--- src/srb_pkg.sv ---
// Types and constants of the sprite RLE blitter
package srb_pkg;

    localparam int OUT_ADDR_W = 20;
    localparam int RUN_W      = 12;
    localparam int WORD_W     = 16;
    localparam int PITCH_W    = 12;
    localparam int CFG_IDX_W  = 2;

    localparam logic [PITCH_W-1:0] PITCH_RESET = 12'd640;

    localparam logic [CFG_IDX_W-1:0] CFG_ORIGIN_X = 2'd0;
    localparam logic [CFG_IDX_W-1:0] CFG_ORIGIN_Y = 2'd1;
    localparam logic [CFG_IDX_W-1:0] CFG_KEEP     = 2'd2;
    localparam logic [CFG_IDX_W-1:0] CFG_PITCH    = 2'd3;

    localparam logic [3:0] PH_HDR_LO = 4'd0;
    localparam logic [3:0] PH_HDR_HI = 4'd1;
    localparam logic [3:0] PH_OY_LO  = 4'd2;
    localparam logic [3:0] PH_OY_HI  = 4'd3;
    localparam logic [3:0] PH_OX_LO  = 4'd4;
    localparam logic [3:0] PH_OX_HI  = 4'd5;
    localparam logic [3:0] PH_W_LO   = 4'd6;
    localparam logic [3:0] PH_W_HI   = 4'd7;
    localparam logic [3:0] PH_H_LO   = 4'd8;
    localparam logic [3:0] PH_H_HI   = 4'd9;
    localparam logic [3:0] PH_RAW    = 4'd10;
    localparam logic [3:0] PH_CTL_LO = 4'd11;
    localparam logic [3:0] PH_CTL_HI = 4'd12;
    localparam logic [3:0] PH_LIT    = 4'd13;
    localparam logic [3:0] PH_DONE   = 4'd14;

    typedef struct packed {
        logic [WORD_W-1:0]  origin_x;
        logic [WORD_W-1:0]  origin_y;
        logic               keep;
        logic [PITCH_W-1:0] pitch;
    } t_cfg;

    typedef struct packed {
        logic                  valid;
        logic [OUT_ADDR_W-1:0] addr;
        logic [7:0]            value;
        logic [RUN_W-1:0]      count;
        logic                  last;
    } t_result;

endpackage

--- src/srb_parser.sv ---
// Record parser: parse state and the write command caused by one byte
module srb_parser #(
    parameter int ADDR_BITS = 20
) (
    input  logic             i_clk,
    input  logic             i_rst_n,
    input  logic             i_step,
    input  logic [7:0]       i_byte,
    input  logic             i_first,
    input  srb_pkg::t_cfg    i_cfg,
    output srb_pkg::t_result o_res
);
    import srb_pkg::*;

    logic [3:0]           r_phase, n_phase;
    logic [7:0]           r_lo, n_lo;
    logic                 r_rle, n_rle;
    logic [WORD_W-1:0]    r_offy, n_offy;
    logic [WORD_W-1:0]    r_width, n_width;
    logic [WORD_W-1:0]    r_rows, n_rows;
    logic [WORD_W-1:0]    r_cols, n_cols;
    logic [RUN_W-1:0]     r_run, n_run;
    logic                 r_rep, n_rep;
    logic [ADDR_BITS-1:0] r_rsa, n_rsa;
    logic [ADDR_BITS-1:0] r_cur, n_cur;

    logic [3:0]           phase;
    logic [WORD_W-1:0]    word;
    logic [RUN_W-1:0]     run_len;
    logic [WORD_W:0]      y_sum;
    logic [WORD_W:0]      x_sum;
    logic [28:0]          prod;
    logic [29:0]          org_sum;
    logic [ADDR_BITS-1:0] origin;
    logic [ADDR_BITS-1:0] rsa_step;
    logic [ADDR_BITS-1:0] cur_inc;
    logic [ADDR_BITS-1:0] cur_skip;
    logic [WORD_W-1:0]    rows_dec;
    logic [WORD_W-1:0]    cols_dec;
    logic [RUN_W-1:0]     run_dec;
    logic                 rows_end;
    logic                 pix_write;
    logic                 fin;

    assign phase    = i_first ? PH_HDR_LO : r_phase;
    assign word     = {i_byte, r_lo};
    assign run_len  = word[RUN_W-1:0];
    assign y_sum    = {1'b0, i_cfg.origin_y}
                    + {1'b0, (phase == PH_OX_HI) ? r_offy : {WORD_W{1'b0}}};
    assign x_sum    = {1'b0, i_cfg.origin_x}
                    + {1'b0, (phase == PH_OX_HI) ? word : {WORD_W{1'b0}}};
    assign prod     = i_cfg.pitch * y_sum;
    assign org_sum  = {1'b0, prod} + 30'(x_sum);
    assign origin   = ADDR_BITS'(org_sum);
    assign rsa_step = r_rsa + ADDR_BITS'(i_cfg.pitch);
    assign cur_inc  = r_cur + ADDR_BITS'(1);
    assign cur_skip = r_cur + ADDR_BITS'(run_len);
    assign rows_dec = r_rows - 16'd1;
    assign cols_dec = r_cols - 16'd1;
    assign run_dec  = r_run - 12'd1;
    assign rows_end = (rows_dec == '0);
    assign pix_write = !(i_cfg.keep && i_byte == 8'd0);

    always_comb begin
        n_phase = r_phase;
        n_lo    = r_lo;
        n_rle   = r_rle;
        n_offy  = r_offy;
        n_width = r_width;
        n_rows  = r_rows;
        n_cols  = r_cols;
        n_run   = r_run;
        n_rep   = r_rep;
        n_rsa   = r_rsa;
        n_cur   = r_cur;
        o_res   = '0;
        fin     = 1'b0;
        if (i_step) begin
            n_phase = phase;
            unique case (phase)
                PH_HDR_LO, PH_OY_LO, PH_OX_LO, PH_W_LO, PH_H_LO, PH_CTL_LO: begin
                    n_lo    = i_byte;
                    n_phase = phase + 4'd1;
                end
                PH_HDR_HI: begin
                    n_rle = word[0];
                    if (word[1]) begin
                        n_phase = PH_OY_LO;
                    end else begin
                        n_offy  = '0;
                        n_rsa   = origin;
                        n_phase = PH_W_LO;
                    end
                end
                PH_OY_HI: begin
                    n_offy  = word;
                    n_phase = PH_OX_LO;
                end
                PH_OX_HI: begin
                    n_rsa   = origin;
                    n_phase = PH_W_LO;
                end
                PH_W_HI: begin
                    n_width = word;
                    if (word == '0) begin
                        n_phase    = PH_DONE;
                        o_res.valid = 1'b1;
                        o_res.last  = 1'b1;
                    end else begin
                        n_phase = PH_H_LO;
                    end
                end
                PH_H_HI: begin
                    if (word == '0) begin
                        n_phase    = PH_DONE;
                        o_res.valid = 1'b1;
                        o_res.last  = 1'b1;
                    end else begin
                        n_rows  = word;
                        n_cols  = r_width;
                        n_cur   = r_rsa;
                        n_run   = '0;
                        n_rep   = 1'b0;
                        n_phase = r_rle ? PH_CTL_LO : PH_RAW;
                    end
                end
                PH_RAW: begin
                    n_cur  = cur_inc;
                    n_cols = cols_dec;
                    if (cols_dec == '0) begin
                        n_cols = r_width;
                        n_rsa  = rsa_step;
                        n_cur  = rsa_step;
                        n_rows = rows_dec;
                        fin    = rows_end;
                        if (rows_end) begin
                            n_phase = PH_DONE;
                        end
                    end
                    if (pix_write) begin
                        o_res.valid = 1'b1;
                        o_res.addr  = OUT_ADDR_W'(r_cur);
                        o_res.value = i_byte;
                        o_res.count = 12'd1;
                        o_res.last  = fin;
                    end else if (fin) begin
                        o_res.valid = 1'b1;
                        o_res.last  = 1'b1;
                    end
                end
                PH_CTL_HI: begin
                    if (!word[15] && run_len != '0) begin
                        n_run   = run_len;
                        n_rep   = word[14];
                        n_phase = PH_LIT;
                    end else begin
                        n_phase = PH_CTL_LO;
                        if (word[15]) begin
                            n_cur = cur_skip;
                            if (!i_cfg.keep && run_len != '0) begin
                                o_res.valid = 1'b1;
                                o_res.addr  = OUT_ADDR_W'(r_cur);
                                o_res.count = run_len;
                            end
                        end
                        if (word[14]) begin
                            n_rsa  = rsa_step;
                            n_cur  = rsa_step;
                            n_rows = rows_dec;
                            if (rows_end) begin
                                n_phase     = PH_DONE;
                                o_res.valid = 1'b1;
                                o_res.last  = 1'b1;
                            end
                        end
                    end
                end
                PH_LIT: begin
                    n_cur = cur_inc;
                    n_run = run_dec;
                    if (run_dec == '0) begin
                        n_phase = PH_CTL_LO;
                        if (r_rep) begin
                            n_rep  = 1'b0;
                            n_rsa  = rsa_step;
                            n_cur  = rsa_step;
                            n_rows = rows_dec;
                            fin    = rows_end;
                            if (rows_end) begin
                                n_phase = PH_DONE;
                            end
                        end
                    end
                    o_res.valid = 1'b1;
                    o_res.addr  = OUT_ADDR_W'(r_cur);
                    o_res.value = i_byte;
                    o_res.count = 12'd1;
                    o_res.last  = fin;
                end
                default: begin
                end
            endcase
        end
    end

    always_ff @(posedge i_clk) begin
        if (!i_rst_n) begin
            r_phase <= PH_HDR_LO;
            r_lo    <= '0;
            r_rle   <= 1'b0;
            r_offy  <= '0;
            r_width <= '0;
            r_rows  <= '0;
            r_cols  <= '0;
            r_run   <= '0;
            r_rep   <= 1'b0;
            r_rsa   <= '0;
            r_cur   <= '0;
        end else begin
            r_phase <= n_phase;
            r_lo    <= n_lo;
            r_rle   <= n_rle;
            r_offy  <= n_offy;
            r_width <= n_width;
            r_rows  <= n_rows;
            r_cols  <= n_cols;
            r_run   <= n_run;
            r_rep   <= n_rep;
            r_rsa   <= n_rsa;
            r_cur   <= n_cur;
        end
    end

endmodule

--- src/sprite_rle_blitter_unit.sv ---
// Sprite RLE blitter top level: input register, parser, result register, config
// The block takes one sprite record byte per cycle while the output side accepts
// its commands, and keeps that rate under any mix of raw, fill, skip and literal
// data: each byte passes through an input register, the parse logic (the
// start-address multiply-add is the longest path) and a result register, which
// holds its write command for the output. While a command waits on the output
// side, the input register can still take one more byte. Bytes that write
// nothing produce no output unless they finish a record. The configuration port
// is always ready; write it only while no record bytes are in flight.
module sprite_rle_blitter_unit #(
    parameter int ADDR_BITS = 20
) (
    input  logic                              i_clk,
    input  logic                              i_rst_n,
    input  logic                              s_axis_tvalid,
    output logic                              s_axis_tready,
    input  logic [7:0]                        s_axis_tdata,  // [7:0] data_byte
    input  logic                              s_axis_tuser,  // [0] first
    output logic                              m_axis_tvalid,
    input  logic                              m_axis_tready,
    // [19:0] write_address, [27:20] pixel_value, [39:28] repeat_count
    output logic [39:0]                       m_axis_tdata,
    output logic                              m_axis_tlast,
    input  logic                              i_cfg_valid,
    output logic                              o_cfg_ready,
    input  logic [srb_pkg::CFG_IDX_W-1:0]     i_cfg_index,
    input  logic [15:0]                       i_cfg_data
);
    import srb_pkg::*;

    t_cfg    r_cfg;
    logic    r_in_valid;
    logic    r_first;
    logic [7:0] r_byte;
    logic    r_out_valid;
    t_result r_out;
    t_result res;
    logic    adv;

    assign adv           = r_in_valid && (!r_out_valid || m_axis_tready);
    assign s_axis_tready = !r_in_valid || adv;
    assign o_cfg_ready   = 1'b1;

    srb_parser #(
        .ADDR_BITS(ADDR_BITS)
    ) u_parser (
        .i_clk   (i_clk),
        .i_rst_n (i_rst_n),
        .i_step  (adv),
        .i_byte  (r_byte),
        .i_first (r_first),
        .i_cfg   (r_cfg),
        .o_res   (res)
    );

    always_ff @(posedge i_clk) begin
        if (!i_rst_n) begin
            r_cfg.origin_x <= '0;
            r_cfg.origin_y <= '0;
            r_cfg.keep     <= 1'b0;
            r_cfg.pitch    <= PITCH_RESET;
        end else if (i_cfg_valid) begin
            unique case (i_cfg_index)
                CFG_ORIGIN_X: r_cfg.origin_x <= i_cfg_data;
                CFG_ORIGIN_Y: r_cfg.origin_y <= i_cfg_data;
                CFG_KEEP:     r_cfg.keep     <= i_cfg_data[0];
                CFG_PITCH:    r_cfg.pitch    <= i_cfg_data[PITCH_W-1:0];
                default: begin
                end
            endcase
        end
    end

    always_ff @(posedge i_clk) begin
        if (!i_rst_n) begin
            r_in_valid <= 1'b0;
        end else if (s_axis_tready) begin
            r_in_valid <= s_axis_tvalid;
        end
    end

    always_ff @(posedge i_clk) begin
        if (s_axis_tvalid && s_axis_tready) begin
            r_byte  <= s_axis_tdata;
            r_first <= s_axis_tuser;
        end
    end

    always_ff @(posedge i_clk) begin
        if (!i_rst_n) begin
            r_out_valid <= 1'b0;
        end else if (adv && res.valid) begin
            r_out_valid <= 1'b1;
        end else if (m_axis_tready) begin
            r_out_valid <= 1'b0;
        end
    end

    always_ff @(posedge i_clk) begin
        if (adv && res.valid) begin
            r_out <= res;
        end
    end

    assign m_axis_tvalid = r_out_valid;
    assign m_axis_tdata  = {r_out.count, r_out.value, r_out.addr};
    assign m_axis_tlast  = r_out.last;

endmodule

--- config.mk ---
export PLATFORM = sky130hd
export DESIGN_NAME = sprite_rle_blitter_unit
export DESIGN_NICKNAME = d
export VERILOG_FILES = /design/src/srb_pkg.sv /design/src/srb_parser.sv /design/src/sprite_rle_blitter_unit.sv
export SDC_FILE = /design/constraint.sdc
export NUM_CORES = 1
export LEC_CHECK = 0
export ABC_AREA = 1
export BUFFER_PORTS_ARGS = -buffer_cell sky130_fd_sc_hd__buf_2
export CELL_PAD_IN_SITES_DETAIL_PLACEMENT = 1
export CELL_PAD_IN_SITES_GLOBAL_PLACEMENT = 1
export CORE_MARGIN = 10
export CORE_UTILIZATION = 47
export DETAILED_ROUTE_END_ITERATION = 6
export PLACE_DENSITY_LB_ADDON = 0.1
export SLEW_MARGIN = 20
export SYNTH_ARGS = -nofsm -noshare
export SYNTH_HDL_FRONTEND = slang
export SYNTH_SLANG_ARGS = --single-unit
--- constraint.sdc ---
create_clock -name i_clk -period 8.4 [get_ports i_clk]
set_input_delay 0.42 -clock i_clk [delete_from_list [all_inputs] [get_ports i_clk]]
set_output_delay 0.42 -clock i_clk [all_outputs]
set_load 0.01 [all_outputs]
# == Yosys cells after proc, flatten, opt, wreduce, memory -nomap -nowiden ==
# Index checks and enable logic that the tools add are counted.
# W data, S select, Z words.
# word_totals
elab_cells,178
output_inout_bits,44
input_bits,32
reg_bits,227
# classes
eq_ne,25
n_mul,1
n_addsub,10
muxes,77
reduce_logical,42
# op_table
cell,count
$mux W20,13
$mux W16,11
$pmux W20 S5,1
$pmux W20 S4,1
$pmux W12 S3,2
$pmux W16 S2,2
$pmux W16 S4,1
$mux W21,3
$pmux W20 S3,1
$logic_not A16 Y1,3
$mux W12,4
$mux W42,1
$add A20 B12 Y20,2
$mux W40,1
$pmux W4 S9,1
$add A16 B16 Y17,2
$sub A16 B1 Y16 const B,2
$eq A4 B4 Y1 const B,6
$mux W4,6
$add A20 B1 Y20 const B,1
$add A20 B17 Y20,1
$mul A12 B17 Y20,1
$mux W1,19
$eq A4 B3 Y1 const B,4
other kinds (33),66

# == Logic depth before layout (Yosys ltp) ==
# Gate-level depths: netlist of run 1.
# depth
word_depth,11
depth_mapped,46

# == Modules after synthesis ==
# Synthesis of run 1 repeated with hierarchy kept, for this count alone.
# unflattened
cells_unflattened,3046
hier_area_um2,21085.2
# modules_own_cells
module,area_each_um2,seq_area_each_um2,instances,cells_per_inst
srb_parser,17579.4,2602.5,1,2689
sprite_rle_blitter_unit,3505.9,2442.3,1,357

# == Least setup slack after synthesis of run 1 ==
# OpenSTA, ideal clock, no wires.
# synth_timing
path_type,register to register
startpoint,reg r_first
endpoint,reg u_parser.r_rsa[14]
period_less_slack_ps,7520
slack_ps,880
t_arrival_ps,7387
path_buffers,1
stages_incl_launch_ff,39
cell_sequence,edfxtp_1 -> inv_1 -> nand2_1 -> inv_1 -> ha_1 -> nand2_1 -> clkbuf_1 -> nor2_1 -> ha_1 -> inv_1 -> fa_1 -> inv_1 -> nand2_1 -> nand3_1 -> xor2_1 -> inv_1 -> nor2_1 -> fa_1 -> [3 not listed] -> fa_1 -> fa_1 -> fa_1 -> inv_1 -> fa_1 -> inv_1 -> ha_1 -> nand2_1 -> nor3_1 -> nand2_1 -> nand2_1 -> a31o_2 -> a21boi_0 -> o21ai_0 -> xor2_1 -> nand2_1 -> o211ai_1 -> a21oi_1
# synth_via
elab_chain_len,8
elab_cells_between_ends,22
cone_classes,3 x add/sub; 1 x mul; 11 x eq/ne; 5 x mux; 2 x reduce/logical
# synth_lines
item,line_no,text
start: declaration,sprite_rle_blitter_unit.sv:33,logic r_first;
start signal: assignment,sprite_rle_blitter_unit.sv:85,r_first <= s_axis_tuser;
$mux W4 *,srb_parser.sv:45,assign phase = i_first ? PH_HDR_LO : r_phase;
$eq A4 B3 Y1,"srb_parser.sv:49, srb_parser.sv:51, srb_parser.sv:80",
$mux W16,srb_parser.sv:49,"+ {1'b0, (phase == PH_OX_HI) ? r_offy : {WORD_W{1'b0}}};"
$add A16 B16 Y17,srb_parser.sv:49,
$mul A12 B17 Y20,srb_parser.sv:52,assign prod = i_cfg.pitch * y_sum;
$add A20 B17 Y20,srb_parser.sv:53,"assign org_sum = {1'b0, prod} + 30'(x_sum);"
$mux W20,srb_parser.sv:87,if (word[1]) begin
$pmux W20 S5,srb_parser.sv:80,unique case (phase)
end signal: assignment,srb_parser.sv:229,r_rsa <= n_rsa;
end: declaration,srb_parser.sv:24,"logic [ADDR_BITS-1:0] r_rsa, n_rsa;"
# Mark *: on every way between the ends. The rest lies on a longest branch, timed or not. The select of a mux whose other input is x is not followed.
# A chain may end at the register's enable or synchronous reset.

# == Final worst setup path of run 1 ==
# layout_timing
startpoint,reg r_first
endpoint,reg u_parser.r_rsa[17]
# The elaborated chain is that of the path after synthesis.

==> results.txt, run 1 <==
worst hold path depth -> 1
DRT Pass-1 Iters -> 5
post-route ant nets -> 0
Slew Limit Headroom -> 19.0%
GRT overflow -> 0
DIE AREA -> 52600 um2
Post-Syn Nets -> 3240
drt wl/cell -> 21.2 um
Min-Delay Path Class -> in -> reg
most frequent CP cell -> nand2_1
Worst-Margin Slew -> 1.22 ns
Netlist cell types -> 60
cell with the most instances after synthesis -> nand2_1
r2r worst-path depth -> 40
critical path class -> reg -> reg
total CTS buffers -> 28
WP data arrival -> 8.44 ns
Power Dens Cells -> 129 nW/um2
Crit path max-delay family -> adder cells
Crit path required time -> 8.85 ns
final worst path period need -> 8.00 ns
internal reg-to-reg setup slack -> 0.40 ns
vias per inst -> 5.63
post-placement cell area -> 21500 um2
hpwl dp -> 58500 um
beginning of the worst hold path -> s_axis_tuser
post-synth top area share -> 17.2%
Die W -> 229 um
total global-route track usage -> 28.4%
Synth Area per Inst -> 6.98 um2
Initial Utilization -> 47.7%
top_reg_cell synth -> dfxtp_1
Worst path max stage delay -> 0.56 ns
critical path launch point type -> register
Max Slew Vio Count -> 0
max capacitance violation total -> 0
later-pin clock latency in the skew report -> 0.60 ns
Critical R2R Capture -> u_parser.r_rsa[17]
Reg clk slew, reported paths -> 0.06 ns
number of global-route vias before repair -> 21400
EDFF count, synth -> 50
# clock sinks -> 227
FF-to-FF Start -> r_first
CTS max path bufs -> 3
outcome -> finished clean
Area Growth Syn to Fin -> 9.94%
DRC errors left -> 0
Pleak -> 10.6 nW
clock root buffer -> clkbuf_16
placed cells -> 3543
pin count of the biggest net entering global routing -> 68
worst-case clock skew -> 0.0529 ns
Finished Cell Area -> 22700 um2
nets@finish -> 3282
post-route setup slack -> 0.402 ns
PortBufs -> 74
Yosys top cell by area -> dfxtp_1
peak supply drop -> 0.178 mV
top post-synthesis cells by area -> dfxtp_1 17%, fa_1 14%, nand2_1 11%
H-tree Lvls -> 1
final wirelength -> 76500 um
share of cells above drive strength 1 -> 7.42%
row count -> 76
synth cell count leaders -> 619 x nand2_1, 522 x inv_1, 339 x nor2_1, 204 x a21oi_1, 199 x o21ai_0
ys async rst share -> 0%
Hold Fails Final Rpt -> 0
Buf+Inv Stages, Crit Path -> 8
CP max-delay cell -> fa_1
ANT cells -> 0
io pins -> 76
worst-path fanout max -> 7
Ys Warns -> 0
initial antenna violation count -> 0
Chip Height -> 229 um
Achievable Freq -> 125 MHz
final cell count without fillers -> 3604
sequential area share after synthesis -> 24.5%
fin crit share -> 95.2%
Core Footprint -> 43300 um2
Syn Inst Count -> 2956
Setup-failing EPs final -> 0
Iter 0 DRT Violations -> 1498
vias post-DR -> 20300
Placer Congestion -> 0.945
global-route wire length before repair -> 120000 um
Worst Hold Path EP -> r_first
CTS tree -> built
Place WS -> 0.0451 ns
CP Capture Type -> register
Synth Cell Area -> 20600 um2
Synth Register Bits -> 227
## layer usage
layer / share of wire, % / GRT usage (%) / vias up / wire, um
li1: - / - / 9493 / -
met1: 45 / 37.6 / 10100 / 34300
met2: 47 / 47.4 / 534 / 35900
met3: 5.6 / 4.18 / 119 / 4300
met4: 2.6 / 8.15 / 0 / 2020
met5: 0 / 0 / - / 0
## sequential cells by signal, indices dropped and copies added (netlist names)
| signal | count |
|---|---|
| u_parser.r_offy | 16 |
| u_parser.r_rle | 1 |
| u_parser.r_rsa | 20 |
| u_parser.r_cur | 20 |
| u_parser.r_cols | 16 |
| u_parser.r_run | 12 |
| u_parser.r_width | 16 |
| r_cfg | 45 |
| m_axis_tvalid | 1 |
| r_first | 1 |
| u_parser.r_phase | 4 |
| u_parser.r_lo | 8 |
| m_axis_tdata | 40 |
| u_parser.r_rep | 1 |
| u_parser.r_rows | 16 |
| m_axis_tlast | 1 |
| r_in_valid | 1 |
| r_byte | 8 |
## kinds of logic after synthesis
logic type	count (synthesis)	share of synthesized area, %
AO/OA/AOI/OAI	532	14.3
XOR/XNOR	76	3.26
adder cells (fa/ha/maj)	252	20.6
buffers and inverters	631	11.8
flip-flops	227	24.5
other	1	0.0182
AND/OR/NAND/NOR	1237	25.6
## stage by stage
step	util [%]	total power [mW]	TNS, ns	hold WS [ns]
finish	52.4	2.92	0	0.0492
global route	52.4	3.03	-0.0581	0.0307
CTS	52.1	2.93	0	0.0416
detailed placement	49.7	1.65	0	0.451
global placement	49.7	1.63	0	0.441
floorplan	-	1.47	0	0.430
## report_power, final
| part | switching, mW | internal [mW] | total [mW] |
|---|---|---|---|
| Sequential | 0.0372 | 1.13 | 1.17 |
| Clock | 0.522 | 0.756 | 1.28 |
| Combinational | 0.322 | 0.146 | 0.468 |
## cell type report
type                            count  area (um2)
Tap cell                          585         732
Clock inverter                     11         169
Clock buffer                       40         797
Multi-Input combinational cell   2098       13300
Fill cell                        5696       20600
Timing Repair Buffer              111         672
Inverter                          532        2000
Sequential cell                   227        5040
## placed cells by master, fill, tap and decap left out, types with 74 or more instances in the layout
master | netlist | final
inv_1 | 522 | 517
a21oi_1 | 204 | 202
dfxtp_1 | 177 | 177
buf_2 | 12 | 74
nor2_1 | 339 | 333
o21ai_0 | 199 | 197
ha_1 | 105 | 102
nand3_1 | 123 | 121
fa_1 | 147 | 147
nand2_1 | 619 | 613
## timing repair
action                                  in CTS  in global routing
setup buffers                                0                  2
hold buffers                                 8                  0
endpoints found under the setup margin       0                  8
hold endpoints to repair                     8                  0
resized for setup                            0                 33
## worst max-delay path by stage
stage                       start                 end  cells after the start
after floorplan           r_first  u_parser.r_rsa[14]                     38
final                     r_first  u_parser.r_rsa[17]                     40
after global placement    r_first  u_parser.r_rsa[17]                     39
after detailed placement  r_first  u_parser.r_rsa[14]                     36
after global routing      r_first  u_parser.r_rsa[11]                     38
after CTS                 r_first  u_parser.r_rsa[14]                     36
Power figures use the tool's default switching activity.
==> run 2, diff against run 1 <==
--- a/config.mk
+++ b/config.mk
@@ -7,12 +7,10 @@
 export LEC_CHECK = 0
 export ABC_AREA = 1
 export BUFFER_PORTS_ARGS = -buffer_cell sky130_fd_sc_hd__buf_2
-export CELL_PAD_IN_SITES_DETAIL_PLACEMENT = 1
-export CELL_PAD_IN_SITES_GLOBAL_PLACEMENT = 1
 export CORE_MARGIN = 10
-export CORE_UTILIZATION = 47
+export CORE_UTILIZATION = 59
 export DETAILED_ROUTE_END_ITERATION = 6
-export PLACE_DENSITY_LB_ADDON = 0.1
+export PLACE_DENSITY = 0.76
 export SLEW_MARGIN = 20
 export SYNTH_ARGS = -nofsm -noshare
 export SYNTH_HDL_FRONTEND = slang
==> run 2 against run 1 <==
Effect of this change: sequential cell count unchanged; worst setup slack better by 0.010 ns; combinational power is 3% lower; first-iteration DRC count rose by 25%; sequential power about the same; worst hold slack worse by 0.029 ns; die area down 19%; register-to-register slack is essentially flat; clock skew fell by 0.029 ns; cell count shrank 3.9%; sequential share of layout area up 0.18 points; power down 0.47%; critical endpoint is now u_parser.r_rsa[18]; highest routed layer is now met5.
==> results.txt, run 2 (synthesis gave the netlist of run 1 again) <==
DRT Pass-1 Iters -> 7 (was 5)
Clk pwr share -> 44.1% (was 43.8%)
Initial Utilization -> 59.7% (was 47.7%)
total power -> 2.90 mW (was 2.92 mW)
GRT overflow -> 0 (unchanged)
total global-route track usage -> 30.7% (was 28.4%)
Iter 0 DRT Violations -> 1872 (was 1498)
Setup-failing EPs final -> 0 (unchanged)
worst-case clock skew -> 0.0241 ns (was 0.0529 ns)
Placer Congestion -> 0.977 (was 0.945)
worst hold path depth -> 1 (unchanged)
critical path launch point type -> register (unchanged)
Chip Height -> 207 um (was 229 um)
WP data arrival -> 8.43 ns (was 8.44 ns)
Area Growth Syn to Fin -> 9.04% (was 9.94%)
fin crit share -> 95.1% (was 95.2%)
CTS max path bufs -> 3 (unchanged)
internal reg-to-reg setup slack -> 0.41 ns (was 0.40 ns)
post-route ant nets -> 0 (unchanged)
commonest non-fill, non-tap cell in the layout -> nand2_1 (unchanged)
Sw Share -> 29.2% (was 30.2%)
later-pin clock latency in the skew report -> 0.57 ns (was 0.60 ns)
# clock sinks -> 227 (unchanged)
Core Footprint -> 34500 um2 (was 43300 um2)
critical path class -> reg -> reg (unchanged)
Min-Delay Path Class -> in -> reg (unchanged)
P_sw -> 0.849 mW (was 0.882 mW)
hold slack final -> 0.0201 ns (was 0.0492 ns)
Worst-Margin Slew -> 1.14 ns (was 1.22 ns)
number of global-route vias before repair -> 19000 (was 21400)
Crit path max-delay family -> adder cells (unchanged)
setup_tns -> 0 ns (unchanged)
beginning of the worst hold path -> s_axis_tdata[6] (was s_axis_tuser)
Die W -> 207 um (was 229 um)
pin count of the biggest net entering global routing -> 100 (was 68)
Largest register FFs -> 45 (unchanged)
Crit path required time -> 8.85 ns (about the same)
H-tree Lvls -> 1 (unchanged)
global-route wire length before repair -> 104000 um (was 120000 um)
Max Slew Vio Count -> 0 (unchanged)
io pins -> 76 (unchanged)
ANT cells -> 0 (unchanged)
peak supply drop -> 0.190 mV (was 0.178 mV)
CP max-delay cell -> fa_1 (unchanged)
outcome -> finished clean (unchanged)
DIE AREA -> 42800 um2 (was 52600 um2)
vias per inst -> 5.77 (was 5.63)
Power Dens Cells -> 129 nW/um2 (about the same)
hpwl dp -> 50900 um (was 58500 um)
Worst path max stage delay -> 0.55 ns (was 0.56 ns)
commonest non-fill, non-tap cells in the layout -> 610 x nand2_1, 516 x inv_1, 336 x nor2_1 (was 613 x nand2_1, 517 x inv_1, 333 x nor2_1)
vias post-DR -> 20000 (was 20300)
Buf+Inv Stages, Crit Path -> 7 (was 8)
row count -> 68 (was 76)
total CTS buffers -> 27 (was 28)
clock root buffer -> clkbuf_16 (unchanged)
final core utilization -> 65.1% (was 52.4%)
final worst path period need -> 7.99 ns (was 8.00 ns)
Critical R2R Capture -> u_parser.r_rsa[18] (was u_parser.r_rsa[17])
PortBufs -> 74 (unchanged)
fillers -> 3186 (was 5696)
sequential cell fraction of total power -> 40.3% (was 40.1%)
drt wl/cell -> 19.1 um (was 21.2 um)
Achievable Freq -> 125 MHz (about the same)
r2r worst-path depth -> 36 (was 40)
max capacitance violation total -> 0 (unchanged)
Worst Hold Path EP -> r_byte[6] (was r_first)
most frequent CP cell -> fa_1 (was nand2_1)
nets@finish -> 3273 (was 3282)
initial antenna violation count -> 1 (was 0)
Cell Int Power -> 2.05 mW (was 2.03 mW)
DRC errors left -> 0 (unchanged)
Largest Register -> r_cfg (unchanged)
Hold Fails Final Rpt -> 0 (unchanged)
Pleak -> 10.6 nW (about the same)
FF-to-FF Start -> r_first (unchanged)
CP Capture Type -> register (unchanged)
worst-path fanout max -> 13 (was 7)
power share of the combinational group -> 15.7% (was 16.1%)
share of cells above drive strength 1 -> 7.67% (was 7.42%)
Reg clk slew, reported paths -> 0.07 ns (was 0.06 ns)
CTS tree -> built (unchanged)
final wirelength -> 66300 um (was 76500 um)
Slew Limit Headroom -> 23.7% (was 19.0%)
[run 2: layout make-up]
| type | instances | area [um2] | area share, % |
|---|---|---|---|
| multi-input combinational | 2098 | 13300 | 59.2 |
| tap | 455 | 569 | 2.53 |
| clock inverter | 15 | 221 | 0.985 |
| sequential | 227 | 5040 | 22.4 |
| clock buffer | 35 | 736 | 3.27 |
| timing repair buffer | 103 | 608 | 2.70 |
| inverter | 532 | 2000 | 8.89 |
[run 2: worst max-delay path by stage]
stage	from	endpoint	slack [ns]	cells past startpoint
6_report	r_first	u_parser.r_rsa[18]	0.41	36
3_5_place_dp	r_first	u_parser.r_rsa[14]	0.08	37
2_1_floorplan	r_first	u_parser.r_rsa[14]	0.88	38
5_1_grt	r_first	u_parser.r_rsa[19]	-0.02	39
3_3_place_gp	r_first	u_parser.r_rsa[14]	0.21	37
4_1_cts	r_first	u_parser.r_rsa[14]	0.1	37
[run 2: power by group through the flow]
stage	logic (mW)	clock network (mW)	registers, mW
global placement	0.425	0	1.19
finish	0.455	1.28	1.17
floorplan	0.304	0	1.17
CTS	0.437	1.29	1.17
global route	0.509	1.34	1.17
detailed placement	0.434	0	1.19
[run 2: metal layers]
layer,vias to the layer above,routed length (um),track usage (%)
met3,140,6420,6.57
met5,-,11,0
met4,2,2290,10.7
met2,871,28800,46.5
met1,9461,28800,42.8
li1,9504,-,-
[run 2: repair_timing]
item	4_1_cts	5_1_grt
resized for setup	0	38
setup endpoints to repair	0	9
hold buffers	0	0
buffers inserted	0	1
[run 2: stage by stage]
step | worst slack [ns] | area [um2] | instances
finish | 0.412 | 22500 | 3465
global route | -0.0151 | 22500 | 3465
CTS | 0.0959 | 22300 | 3464
detailed placement | 0.0802 | 21400 | 3414
global placement | 0.207 | 21400 | 3414
floorplan | 0.880 | 20600 | 2956
[run 2: worst register-to-register path: cells and delay by family (launching register included)]
family,cells,cell delay (ns)
buffers and inverters,7,0.64
AOI/OAI and AO/OA,3,0.28
adders and majority gates,9,3.99
DFF,1,0.45
and+or+nand+nor,17,2.54
